--- src/hw/rtl/tbrl_pkg.sv ---
package tbrl_pkg;

    // configuration register width and counter width are fixed by the interface
    localparam int CFG_W   = 16;
    localparam int CNT_W   = 32;
    localparam int PROD_W  = 2 * CFG_W;
    localparam int DIV_CW  = $clog2(CFG_W);
    localparam int IDX_W   = 1;

    // reset values of the configuration registers
    localparam logic [CFG_W-1:0] RESET_MAX_TOKENS = 16'd10;
    localparam logic [CFG_W-1:0] RESET_WINDOW     = 16'd1;

    // register indexes
    localparam logic [IDX_W-1:0] CFG_MAX_TOKENS = 1'b0;
    localparam logic [IDX_W-1:0] CFG_WINDOW     = 1'b1;

    // operation codes
    localparam logic OP_REQUEST = 1'b0;
    localparam logic OP_RESET   = 1'b1;

    typedef enum logic [2:0] {
        S_IDLE,
        S_EVAL,
        S_DIV,
        S_ADD,
        S_SPEND,
        S_DONE
    } state_t;

endpackage

--- src/hw/rtl/token_bucket_rate_limiter_top.sv ---
// Token bucket rate limiter.
//
// Input channel (in_valid/in_ready) carries one word per item: an operation
// (request or bucket reset) and a timestamp. Each word produces exactly one
// result word on the output channel (out_valid/out_ready): admit flag, tokens
// left, wait time and three saturating request counters.
// Configuration channel (cfg_valid/cfg_ready, cfg_index, cfg_data) writes
// max_tokens (index 0) and window_length (index 1); it is always ready. The
// user must write it only while the block is idle, which it does not enforce.
//
// Steps: a request with partial refill goes from acceptance through
// evaluate/multiply, 16 restoring divider steps, add, spend and output load
// to out_valid. A request with full or no refill skips the divider and the
// add; a bucket reset also skips the spend. One item is in flight at a time
// and in_ready is high only while none is being worked on, so no new word is
// taken before the block is through with the last one.
// The output register holds a finished result while the receiver stalls, so
// the next word is accepted meanwhile; its result waits until the held one
// is taken. Reset empties the output, fills the bucket to 10 tokens, clears
// counters and the refill clock.
module token_bucket_rate_limiter_top #(
    parameter int TIME_BITS  = 32,
    parameter int TOKEN_BITS = 16
) (
    input  logic                         clk,
    input  logic                         rst_n,
    // configuration
    input  logic                         cfg_valid,
    output logic                         cfg_ready,
    input  logic [tbrl_pkg::IDX_W-1:0]   cfg_index,
    input  logic [tbrl_pkg::CFG_W-1:0]   cfg_data,
    // input words
    input  logic                         in_valid,
    output logic                         in_ready,
    input  logic                         operation,
    input  logic [TIME_BITS-1:0]         now_time,
    // result words
    output logic                         out_valid,
    input  logic                         out_ready,
    output logic                         allowed,
    output logic [tbrl_pkg::CFG_W-1:0]   tokens_left,
    output logic [tbrl_pkg::CFG_W-1:0]   wait_time,
    output logic [tbrl_pkg::CNT_W-1:0]   total_count,
    output logic [tbrl_pkg::CNT_W-1:0]   accepted_count,
    output logic [tbrl_pkg::CNT_W-1:0]   rejected_count
);
    import tbrl_pkg::*;

    // width that holds both a token count and a capacity register
    localparam int WIDE_W = (TOKEN_BITS > CFG_W) ? TOKEN_BITS : CFG_W;
    localparam int SUM_W  = WIDE_W + 1;

    // configuration registers
    logic [CFG_W-1:0]      max_reg, max_next;
    logic [CFG_W-1:0]      win_reg, win_next;

    // bucket state
    state_t                state_reg, state_next;
    logic [TOKEN_BITS-1:0] token_reg, token_next;
    logic [TIME_BITS-1:0]  last_reg, last_next;
    logic                  started_reg, started_next;
    logic [CNT_W-1:0]      seen_reg, seen_next;
    logic [CNT_W-1:0]      admit_reg, admit_next;
    logic [CNT_W-1:0]      refuse_reg, refuse_next;

    // current word
    logic                  op_reg, op_next;
    logic [TIME_BITS-1:0]  now_reg, now_next;
    logic                  ok_reg, ok_next;

    // divider: remainder and quotient/dividend shift register
    logic [CFG_W-1:0]      rem_reg, rem_next;
    logic [CFG_W-1:0]      quo_reg, quo_next;
    logic [DIV_CW-1:0]     step_reg, step_next;

    // output register
    logic                  ovalid_reg, ovalid_next;
    logic                  allowed_reg, allowed_next;
    logic [CFG_W-1:0]      tleft_reg, tleft_next;
    logic [CFG_W-1:0]      wait_reg, wait_next;
    logic [CNT_W-1:0]      total_reg, total_next;
    logic [CNT_W-1:0]      acc_reg, acc_next;
    logic [CNT_W-1:0]      rej_reg, rej_next;

    logic                  in_fire;
    logic                  cfg_fire;
    logic [TIME_BITS-1:0]  diff;
    logic                  diff_neg;
    logic                  diff_ge_win;
    logic [TIME_BITS-1:0]  lag;
    logic [TOKEN_BITS-1:0] full;
    logic [WIDE_W-1:0]     max_wide;
    logic [WIDE_W-1:0]     cap_wide;
    logic [PROD_W-1:0]     product;
    logic [CFG_W:0]        div_shift;
    logic                  div_bit;
    logic [SUM_W-1:0]      sum;
    logic [CFG_W:0]        wait_sum;
    logic [CFG_W-1:0]      wait_calc;

    assign cfg_ready = 1'b1;
    assign cfg_fire  = cfg_valid & cfg_ready;
    assign in_ready  = (state_reg == S_IDLE);
    assign in_fire   = in_valid & in_ready;

    // full bucket: capacity saturated to the token counter width
    assign max_wide = WIDE_W'(max_reg);
    assign cap_wide = WIDE_W'({TOKEN_BITS{1'b1}});
    assign full     = TOKEN_BITS'((max_wide > cap_wide) ? cap_wide : max_wide);

    // signed elapsed time since last refill
    assign diff        = now_reg - last_reg;
    assign diff_neg    = diff[TIME_BITS-1];
    assign diff_ge_win = (diff >= TIME_BITS'(win_reg));
    assign lag         = '0 - diff;

    // 16x16 multiply; elapsed is below the window here, so it fits 16 bits
    assign product = PROD_W'(max_reg) * PROD_W'(diff[CFG_W-1:0]);

    // one restoring step: remainder always stays below the window
    assign div_shift = {rem_reg, quo_reg[CFG_W-1]};
    assign div_bit   = (div_shift >= {1'b0, win_reg});

    assign sum = SUM_W'(token_reg) + SUM_W'(quo_reg);

    // wait time, evaluated on the final state of the item
    assign wait_sum = {1'b0, win_reg} + {1'b0, lag[CFG_W-1:0]};
    always_comb
    begin
        if (token_reg != '0) begin
            wait_calc = '0;
        end else if (diff_neg) begin
            if (lag > TIME_BITS'({CFG_W{1'b1}}) || wait_sum[CFG_W])
                wait_calc = {CFG_W{1'b1}};
            else
                wait_calc = wait_sum[CFG_W-1:0];
        end else if (diff_ge_win) begin
            wait_calc = '0;
        end else begin
            wait_calc = win_reg - diff[CFG_W-1:0];
        end
    end

    always_comb
    begin
        state_next   = state_reg;
        max_next     = max_reg;
        win_next     = win_reg;
        token_next   = token_reg;
        last_next    = last_reg;
        started_next = started_reg;
        seen_next    = seen_reg;
        admit_next   = admit_reg;
        refuse_next  = refuse_reg;
        op_next      = op_reg;
        now_next     = now_reg;
        ok_next      = ok_reg;
        rem_next     = rem_reg;
        quo_next     = quo_reg;
        step_next    = step_reg;
        ovalid_next  = ovalid_reg & ~out_ready;
        allowed_next = allowed_reg;
        tleft_next   = tleft_reg;
        wait_next    = wait_reg;
        total_next   = total_reg;
        acc_next     = acc_reg;
        rej_next     = rej_reg;

        if (cfg_fire) begin
            case (cfg_index)
                CFG_MAX_TOKENS: max_next = cfg_data;
                CFG_WINDOW:     win_next = cfg_data;
                default:        ;
            endcase
        end

        case (state_reg)
            S_IDLE:
            begin
                if (in_fire) begin
                    op_next  = operation;
                    now_next = now_time;
                    if (!started_reg) begin
                        last_next    = now_time;
                        started_next = 1'b1;
                    end
                    state_next = S_EVAL;
                end
            end
            S_EVAL:
            begin
                if (op_reg == OP_RESET) begin
                    token_next = full;
                    last_next  = now_reg;
                    ok_next    = 1'b0;
                    state_next = S_DONE;
                end else begin
                    seen_next  = (seen_reg == '1) ? seen_reg : seen_reg + 1'b1;
                    state_next = S_SPEND;
                    if (!diff_neg) begin
                        if (diff_ge_win) begin
                            token_next = full;
                            last_next  = now_reg;
                        end else if (diff != '0) begin
                            last_next  = now_reg;
                            rem_next   = product[PROD_W-1:CFG_W];
                            quo_next   = product[CFG_W-1:0];
                            step_next  = '0;
                            state_next = S_DIV;
                        end
                    end
                end
            end
            S_DIV:
            begin
                rem_next  = div_bit ? CFG_W'(div_shift - {1'b0, win_reg})
                                    : div_shift[CFG_W-1:0];
                quo_next  = {quo_reg[CFG_W-2:0], div_bit};
                step_next = step_reg + 1'b1;
                if (step_reg == DIV_CW'(CFG_W - 1))
                    state_next = S_ADD;
            end
            S_ADD:
            begin
                token_next = (sum > SUM_W'(full)) ? full : token_reg + TOKEN_BITS'(quo_reg);
                state_next = S_SPEND;
            end
            S_SPEND:
            begin
                if (token_reg != '0) begin
                    token_next = token_reg - 1'b1;
                    admit_next = (admit_reg == '1) ? admit_reg : admit_reg + 1'b1;
                    ok_next    = 1'b1;
                end else begin
                    refuse_next = (refuse_reg == '1) ? refuse_reg : refuse_reg + 1'b1;
                    ok_next     = 1'b0;
                end
                state_next = S_DONE;
            end
            S_DONE:
            begin
                // load only once the previous word has left
                if (!ovalid_reg || out_ready) begin
                    ovalid_next  = 1'b1;
                    allowed_next = ok_reg;
                    tleft_next   = CFG_W'(token_reg);
                    wait_next    = wait_calc;
                    total_next   = seen_reg;
                    acc_next     = admit_reg;
                    rej_next     = refuse_reg;
                    state_next   = S_IDLE;
                end
            end
            default:
            begin
                state_next = S_IDLE;
            end
        endcase
    end

    always_ff @(posedge clk or negedge rst_n)
    begin
        if (!rst_n) begin
            state_reg   <= S_IDLE;
            max_reg     <= RESET_MAX_TOKENS;
            win_reg     <= RESET_WINDOW;
            token_reg   <= TOKEN_BITS'(RESET_MAX_TOKENS);
            last_reg    <= '0;
            started_reg <= 1'b0;
            seen_reg    <= '0;
            admit_reg   <= '0;
            refuse_reg  <= '0;
            ovalid_reg  <= 1'b0;
        end else begin
            state_reg   <= state_next;
            max_reg     <= max_next;
            win_reg     <= win_next;
            token_reg   <= token_next;
            last_reg    <= last_next;
            started_reg <= started_next;
            seen_reg    <= seen_next;
            admit_reg   <= admit_next;
            refuse_reg  <= refuse_next;
            ovalid_reg  <= ovalid_next;
        end
    end

    // payload registers
    always_ff @(posedge clk)
    begin
        op_reg      <= op_next;
        now_reg     <= now_next;
        ok_reg      <= ok_next;
        rem_reg     <= rem_next;
        quo_reg     <= quo_next;
        step_reg    <= step_next;
        allowed_reg <= allowed_next;
        tleft_reg   <= tleft_next;
        wait_reg    <= wait_next;
        total_reg   <= total_next;
        acc_reg     <= acc_next;
        rej_reg     <= rej_next;
    end

    assign out_valid      = ovalid_reg;
    assign allowed        = allowed_reg;
    assign tokens_left    = tleft_reg;
    assign wait_time      = wait_reg;
    assign total_count    = total_reg;
    assign accepted_count = acc_reg;
    assign rejected_count = rej_reg;

    // an accepted word always goes straight to evaluation
    a_accept_eval: assert property (@(posedge clk) disable iff (!rst_n)
        in_fire |=> (state_reg == S_EVAL))
        else $error("accepted word did not enter evaluation");

    // restoring divider invariant: remainder below the window
    a_div_rem: assert property (@(posedge clk) disable iff (!rst_n)
        (state_reg == S_DIV) |-> (rem_reg < win_reg))
        else $error("divider remainder not below window");

    // an admitted word is counted
    a_admit_count: assert property (@(posedge clk) disable iff (!rst_n)
        (out_valid && allowed) |-> (accepted_count != '0))
        else $error("admitted word with zero admit count");

    // a request only leaves the spend step with a result pending
    a_spend_done: assert property (@(posedge clk) disable iff (!rst_n)
        (state_reg == S_SPEND) |=> (state_reg == S_DONE))
        else $error("spend step did not go to output");

endmodule

--- config.mk ---
export PLATFORM = sky130hd
export DESIGN_NAME = token_bucket_rate_limiter_top
export DESIGN_NICKNAME = d
export VERILOG_FILES = /design/src/hw/rtl/tbrl_pkg.sv /design/src/hw/rtl/token_bucket_rate_limiter_top.sv
export SDC_FILE = /design/constraint.sdc
export NUM_CORES = 1
export LEC_CHECK = 0
export BUFFER_PORTS_ARGS = -buffer_cell sky130_fd_sc_hd__buf_2
export CORE_ASPECT_RATIO = 2
export CORE_UTILIZATION = 55
export DETAILED_ROUTE_END_ITERATION = 10
export GPL_TIMING_DRIVEN = 0
export PLACE_DENSITY = 0.76
export SYNTH_ARGS = -nofsm -noshare
export SYNTH_HDL_FRONTEND = slang
export SYNTH_SLANG_ARGS = --single-unit
export TNS_END_PERCENT = 50
--- constraint.sdc ---
create_clock -name clk -period 11.7 [get_ports clk]
set_clock_uncertainty 0.2 [all_clocks]
set_input_delay 1.17 -clock clk [delete_from_list [all_inputs] [get_ports clk]]
set_output_delay 1.17 -clock clk [all_outputs]
set_load 0.05 [all_outputs]
* Word-level counts from Yosys, hierarchy flattened
Cells that the tools add are included.
W data, S select, Z words.
** Storage, ports and cells
- Register bits :: 380
- Bits in latches :: 0
- RAM bits :: 0
- Memory bits (read-only) :: 0
- Memories kept :: 0
** Cells by class
- Add/subtract/negate cells :: 12
- Multipliers :: 1
- Divide/modulo/power cells :: 0
- Magnitude comparators :: 5
- Equal/unequal tests :: 22
- Shift-type cells :: 0
- Mux-type cells :: 46
- Bitwise operators :: 9
- Reduce and logical (&&, ||, !) cells :: 22
** Operators with widths (count)
- $mux W16 :: 18
- $mux W32 :: 6
- $add A32 B1 Y32 const B :: 3
- $eq A32 B32 Y1 const B :: 3
- $pmux W16 S2 :: 2
- $pmux W32 S2 :: 1
- $pmux W16 S3 :: 1
- $add A16 B16 Y17 :: 2
- $ge A32 B16 Y1 :: 1
- $gt A32 B16 Y1 const B :: 1
- $mul A16 B16 Y32 :: 1
- $reduce_bool A32 Y1 :: 1
- $sub A1 B32 Y32 const A :: 1
- $sub A16 B16 Y16 :: 2
- $sub A32 B32 Y32 :: 1
- $mux W3 :: 7
- $ne A2 B2 Y1 const B :: 9
- $pmux W3 S6 :: 1
- $ge A17 B16 Y1 :: 1
- $gt A17 B16 Y1 :: 1
- $add A16 B16 Y16 :: 1
- $gt A16 B16 Y1 const B :: 1
- $mux W4 :: 4
- $reduce_bool A16 Y1 :: 1
- 23 further kinds :: 47

* Depth between registers and ports, before layout
- Word-level depth :: 7
- Gate-level depth with buffers :: 36

* Worst setup path after synthesis
No wires, ideal clock.
- Path kind :: reg2reg
- Start :: register now_reg[0]
- End :: register rem_reg[15], data pin
- Arrival :: 7.805 ns
- Required time :: 11.245 ns
- Slack :: 3.439 ns
- Stages on the path, launching flop included :: 36
- Path buffers :: 1
- Cells stage by stage :: edfxtp_1 -> inv_1 -> ha_1 -> inv_1 -> fa_1 -> a211o_1 -> a2111oi_4 -> nor2_2 -> o31ai_4 -> xnor2_1 -> clkbuf_1 -> nand2_1 -> fa_1 -> inv_1 -> ha_1 -> inv_1 -> fa_1 -> inv_1 -> fa_1 -> fa_1 -> inv_1 -> fa_1 -> inv_1 -> ha_1 -> a21o_1 -> a21oi_1 -> nand2_1 -> o21ai_0 -> o211ai_1 -> nand2_1 -> o31ai_1 -> a211oi_1 -> nor2_1 -> a21oi_1 -> mux2i_1 -> and3_1
** On the way
- Cells in the longest elaborated chain, start to end :: 7
** Ends and longest elaborated chain
- from (decl) :: RTL line token_bucket_rate_limiter_top.sv:68 : logic [TIME_BITS-1:0] now_reg, now_next;
- from (signal assigned) :: RTL line token_bucket_rate_limiter_top.sv:292 : now_reg <= now_next;
- $sub A32 B32 Y32 :: RTL line token_bucket_rate_limiter_top.sv:112 : assign diff = now_reg - last_reg;
- $mul A16 B16 Y32 :: RTL line token_bucket_rate_limiter_top.sv:118 : assign product = PROD_W'(max_reg) * PROD_W'(diff[CFG_W-1:0]);
- $mux W16 :: RTL line token_bucket_rate_limiter_top.sv:204 : end else if (diff != '0) begin
- $mux W16 :: RTL line token_bucket_rate_limiter_top.sv:201 : if (diff_ge_win) begin
- $mux W16 :: RTL line token_bucket_rate_limiter_top.sv:200 : if (!diff_neg) begin
- $mux W16 :: RTL line token_bucket_rate_limiter_top.sv:192 : if (op_reg == OP_RESET) begin
- $pmux W16 S2 :: RTL line token_bucket_rate_limiter_top.sv:177 : case (state_reg)
- net rem_next[15] :: RTL line token_bucket_rate_limiter_top.sv:72 : logic [CFG_W-1:0] rem_reg, rem_next;
- to (signal assigned) :: RTL line token_bucket_rate_limiter_top.sv:294 : rem_reg <= rem_next;
- to (decl) :: RTL line token_bucket_rate_limiter_top.sv:72
The timed path passes the listed nets, and every way through them passes these cells. The select of a mux whose other input is x is not followed.
A chain may end at the register's enable or synchronous reset.

* Final worst setup path
Ends and elaborated chain as after synthesis.

==> flow_summary_export.csv <==
group,metric,value,unit
run_status,status,"finished clean",
logic_synthesis,synth_edf_count,199,
sta,hold_violations,0,
floorplanning,core_region_area,52560,um^2
logic_synthesis,netlist_instances,2946,
logic_synthesis,ys.flop_type,"edfxtp_1",
sta,slew_headroom,9.750,%
clock_tree,clk_path_buf_depth,3,
worst_setup_path,critical_path_class,"reg -> reg",
clock_tree,clk_pin_slew,0.07,ns
floorplanning,die_y,327.6,um
routing,drtPass1Iterations,7,
worst_setup_path,cp.arrival,10.28,ns
logic_synthesis,yosys_register_bits,380,
global_routing,grt_first_pass_wirelength,131800,um
sta,hold_slack,0.2396,ns
floorplanning,dieArea,53990,um^2
clock_tree,postCtsSetupRepairBufs,0,
cells_and_area,drive_gt1_share,10.30,%
placed_design,gp_congestion,1.037,
logic_synthesis,yosysSeqAreaShare,36.05,%
logic_synthesis,synth_area_leaders,"edfxtp_1 (20%), dfrtp_1 (15%), fa_1 (14%)",
sta,fin_setup_tns,0,ns
routing,drc,0,
worst_setup_path,critical_path.max_fanout,10,
clock_tree,cts_sinks,380,
routing,vias,23030,
cells_and_area,fillCellCount,4325,
worst_setup_path,worstPathRequired,11.82,ns
routing,avgRoutedWirePerCell,22.05,um
worst_setup_path,worst_path_max_delay_cell,"clkbuf_1",
global_routing,grt_antenna_before_repair,3,
global_routing,grt_usage,32.50,%
cells_and_area,syn_to_final_growth,11.02,%
routing,first_iter_violations,1722,
min_path,hold_path_class,"reg -> reg",
floorplanning,row_count,119,
global_routing,grt_max_degree,119,
floorplanning,start_util,55.47,%
clock_tree,cts_hold_buf,0,
routing,wl,85390,um
routing,via_per_inst,5.949,
run,max_cap_viol_count,0,
cells_and_area,multiInputGateArea,16990,um^2
logic_synthesis,synthTopCellsByCount,"nand2_1 (350), inv_1 (327), ha_1 (237), nor2_1 (210)",
clock_tree,cts_root_buf,"clkbuf_16",
logic_synthesis,synth_area,29160,um^2
global_routing,gr-total-overflow,0,
sta,drv_slew,0,
clock_tree,cts_resized,0,
clock_tree,tritoncts,"done",
clock_tree,clk_latency,0.57,ns
worst_setup_path,endpoint_kind,"flop",
sta,rsz0062_at_grt,"no",
global_routing,grt_pass1_vias,24200,
worst_setup_path,startpoint_type,"flop",
logic_synthesis,ys_types,91,
placed_design,dpl_worst_slack,1.567,ns
sta,final.period_utilization,86.79,%
cells_and_area,fin_nets,3668,
placed_design,io_buffer_count,185,
logic_synthesis,yosysMostFrequentCell,"nand2_1",
logic_synthesis,async_flop_share,47.63,%
logic_synthesis,synth_top_area_cell,"edfxtp_1",
logic_synthesis,synth_warnings,0,
cells_and_area,seq_area,10510,um^2
routing,ant_nets,0,
clock_tree,htree_levels,2,
sta,worst_pin_slew,1.344,ns
logic_synthesis,synth_nets,3437,
sta,finalWorstSetupSlack,1.546,ns
placed_design,place_area,31100,um^2
logic_synthesis,synth_top_area_share,20.50,%
worst_setup_path,cp_common_cell,"inv_1",
cells_and_area,finalInstanceArea,32370,um^2
sta,setup-violations-final,0,
sta,post-route-min-period,10.15,ns
floorplanning,io_pins,187,
worst_setup_path,cpPeakStageDelay,0.63,ns
sta,max_freq,0.09848,GHz
clock_tree,cts_buffers,35,
logic_synthesis,syn_area_per_cell,9.897,um^2
floorplanning,die_x,164.8,um
placed_design,dpl.hpwl,68780,um
layout by cell type, fill, tap and decap left out, drive strengths merged, types with 9 or more instances in the layout:
cell type / count
a221oi: 16
and3: 26
xnor2: 147
a21oi: 119
o21bai: 14
ha: 237
nor4: 21
inv: 333
edfxtp: 199
mux2: 23
a31oi: 10
nor2b: 23
nor3: 48
a311oi: 9
dfrtp: 176
or3: 22
o211ai: 16
nand4: 42
o21ai: 151
xor2: 67
nand2b: 32
clkbuf: 125
a21o: 54
nor2: 213
and2: 30
o21a: 24
nand3: 73
fa: 199
mux2i: 38
a211oi: 15
nand2: 350
clkinv: 22
buf: 210
through the flow:
stage,util [%],std cells
after floorplan,-,2946
after global placement,58.82,3796
after global routing,61.58,3870
after detailed placement,59.16,3804
after CTS,61.55,3868
final,61.59,3872
cell type report:
cell class / instances / area share [%]
antenna: 3 / 0.02319
buffer: 99 / 1.206
clock buffer: 42 / 2.818
clock inverter: 22 / 1.051
inverter: 342 / 3.981
multi-input combinational: 2125 / 52.50
sequential: 380 / 32.47
tap: 665 / 2.571
timing repair buffer: 194 / 3.375
worst paths after layout:
path                       cells after the start             end       start  slack (ns)
setup / recovery                              35     rem_reg[15]  now_reg[0]        1.55
hold / removal                                 0         allowed      ok_reg        0.24
setup reg to reg                              35     rem_reg[15]  now_reg[0]        1.55
hold reg to reg                                0         allowed      ok_reg        0.24
max in group asynchronous                      2    seen_reg[30]       rst_n        9.92
min in group asynchronous                      1  refuse_reg[13]       rst_n        0.32
worst max-delay path: cells and delay by family, from the launching register on:
kind,cells,cell delay [ns]
multiplexers,1,0.10
adder cells (fa/ha/maj),9,4.02
XOR/XNOR,1,0.59
flip-flops,1,0.39
AND/OR/NAND/NOR,6,0.88
AO/OA/AOI/OAI,10,2.71
buffers and inverters,8,1.02
routing by layer:
| layer | track usage [%] | up-vias | wire (um) |
|---|---|---|---|
| met5 | 0 | - | 10 |
| met4 | 27.28 | 2 | 8332 |
| met3 | 4.798 | 361 | 4614 |
| met2 | 58.23 | 912 | 43760 |
| met1 | 32.41 | 11270 | 28680 |
| li1 | - | 10490 | - |
logic make-up after synthesis:
family                     after synthesis  synth area share, %
muxes                                   61                2.193
and+or+nand+nor                        914                14.62
other                                    1              0.01286
xor gates and xnor gates               214                6.429
buffers and inverters                  441                5.759
adders and majority gates              436                23.83
DFF                                    380                36.05
AOI/OAI and AO/OA                      499                11.10
Power is left out: the tool's default activity adds up to more than one toggle a clock period on the data nets, which glitch-free logic cannot reach.
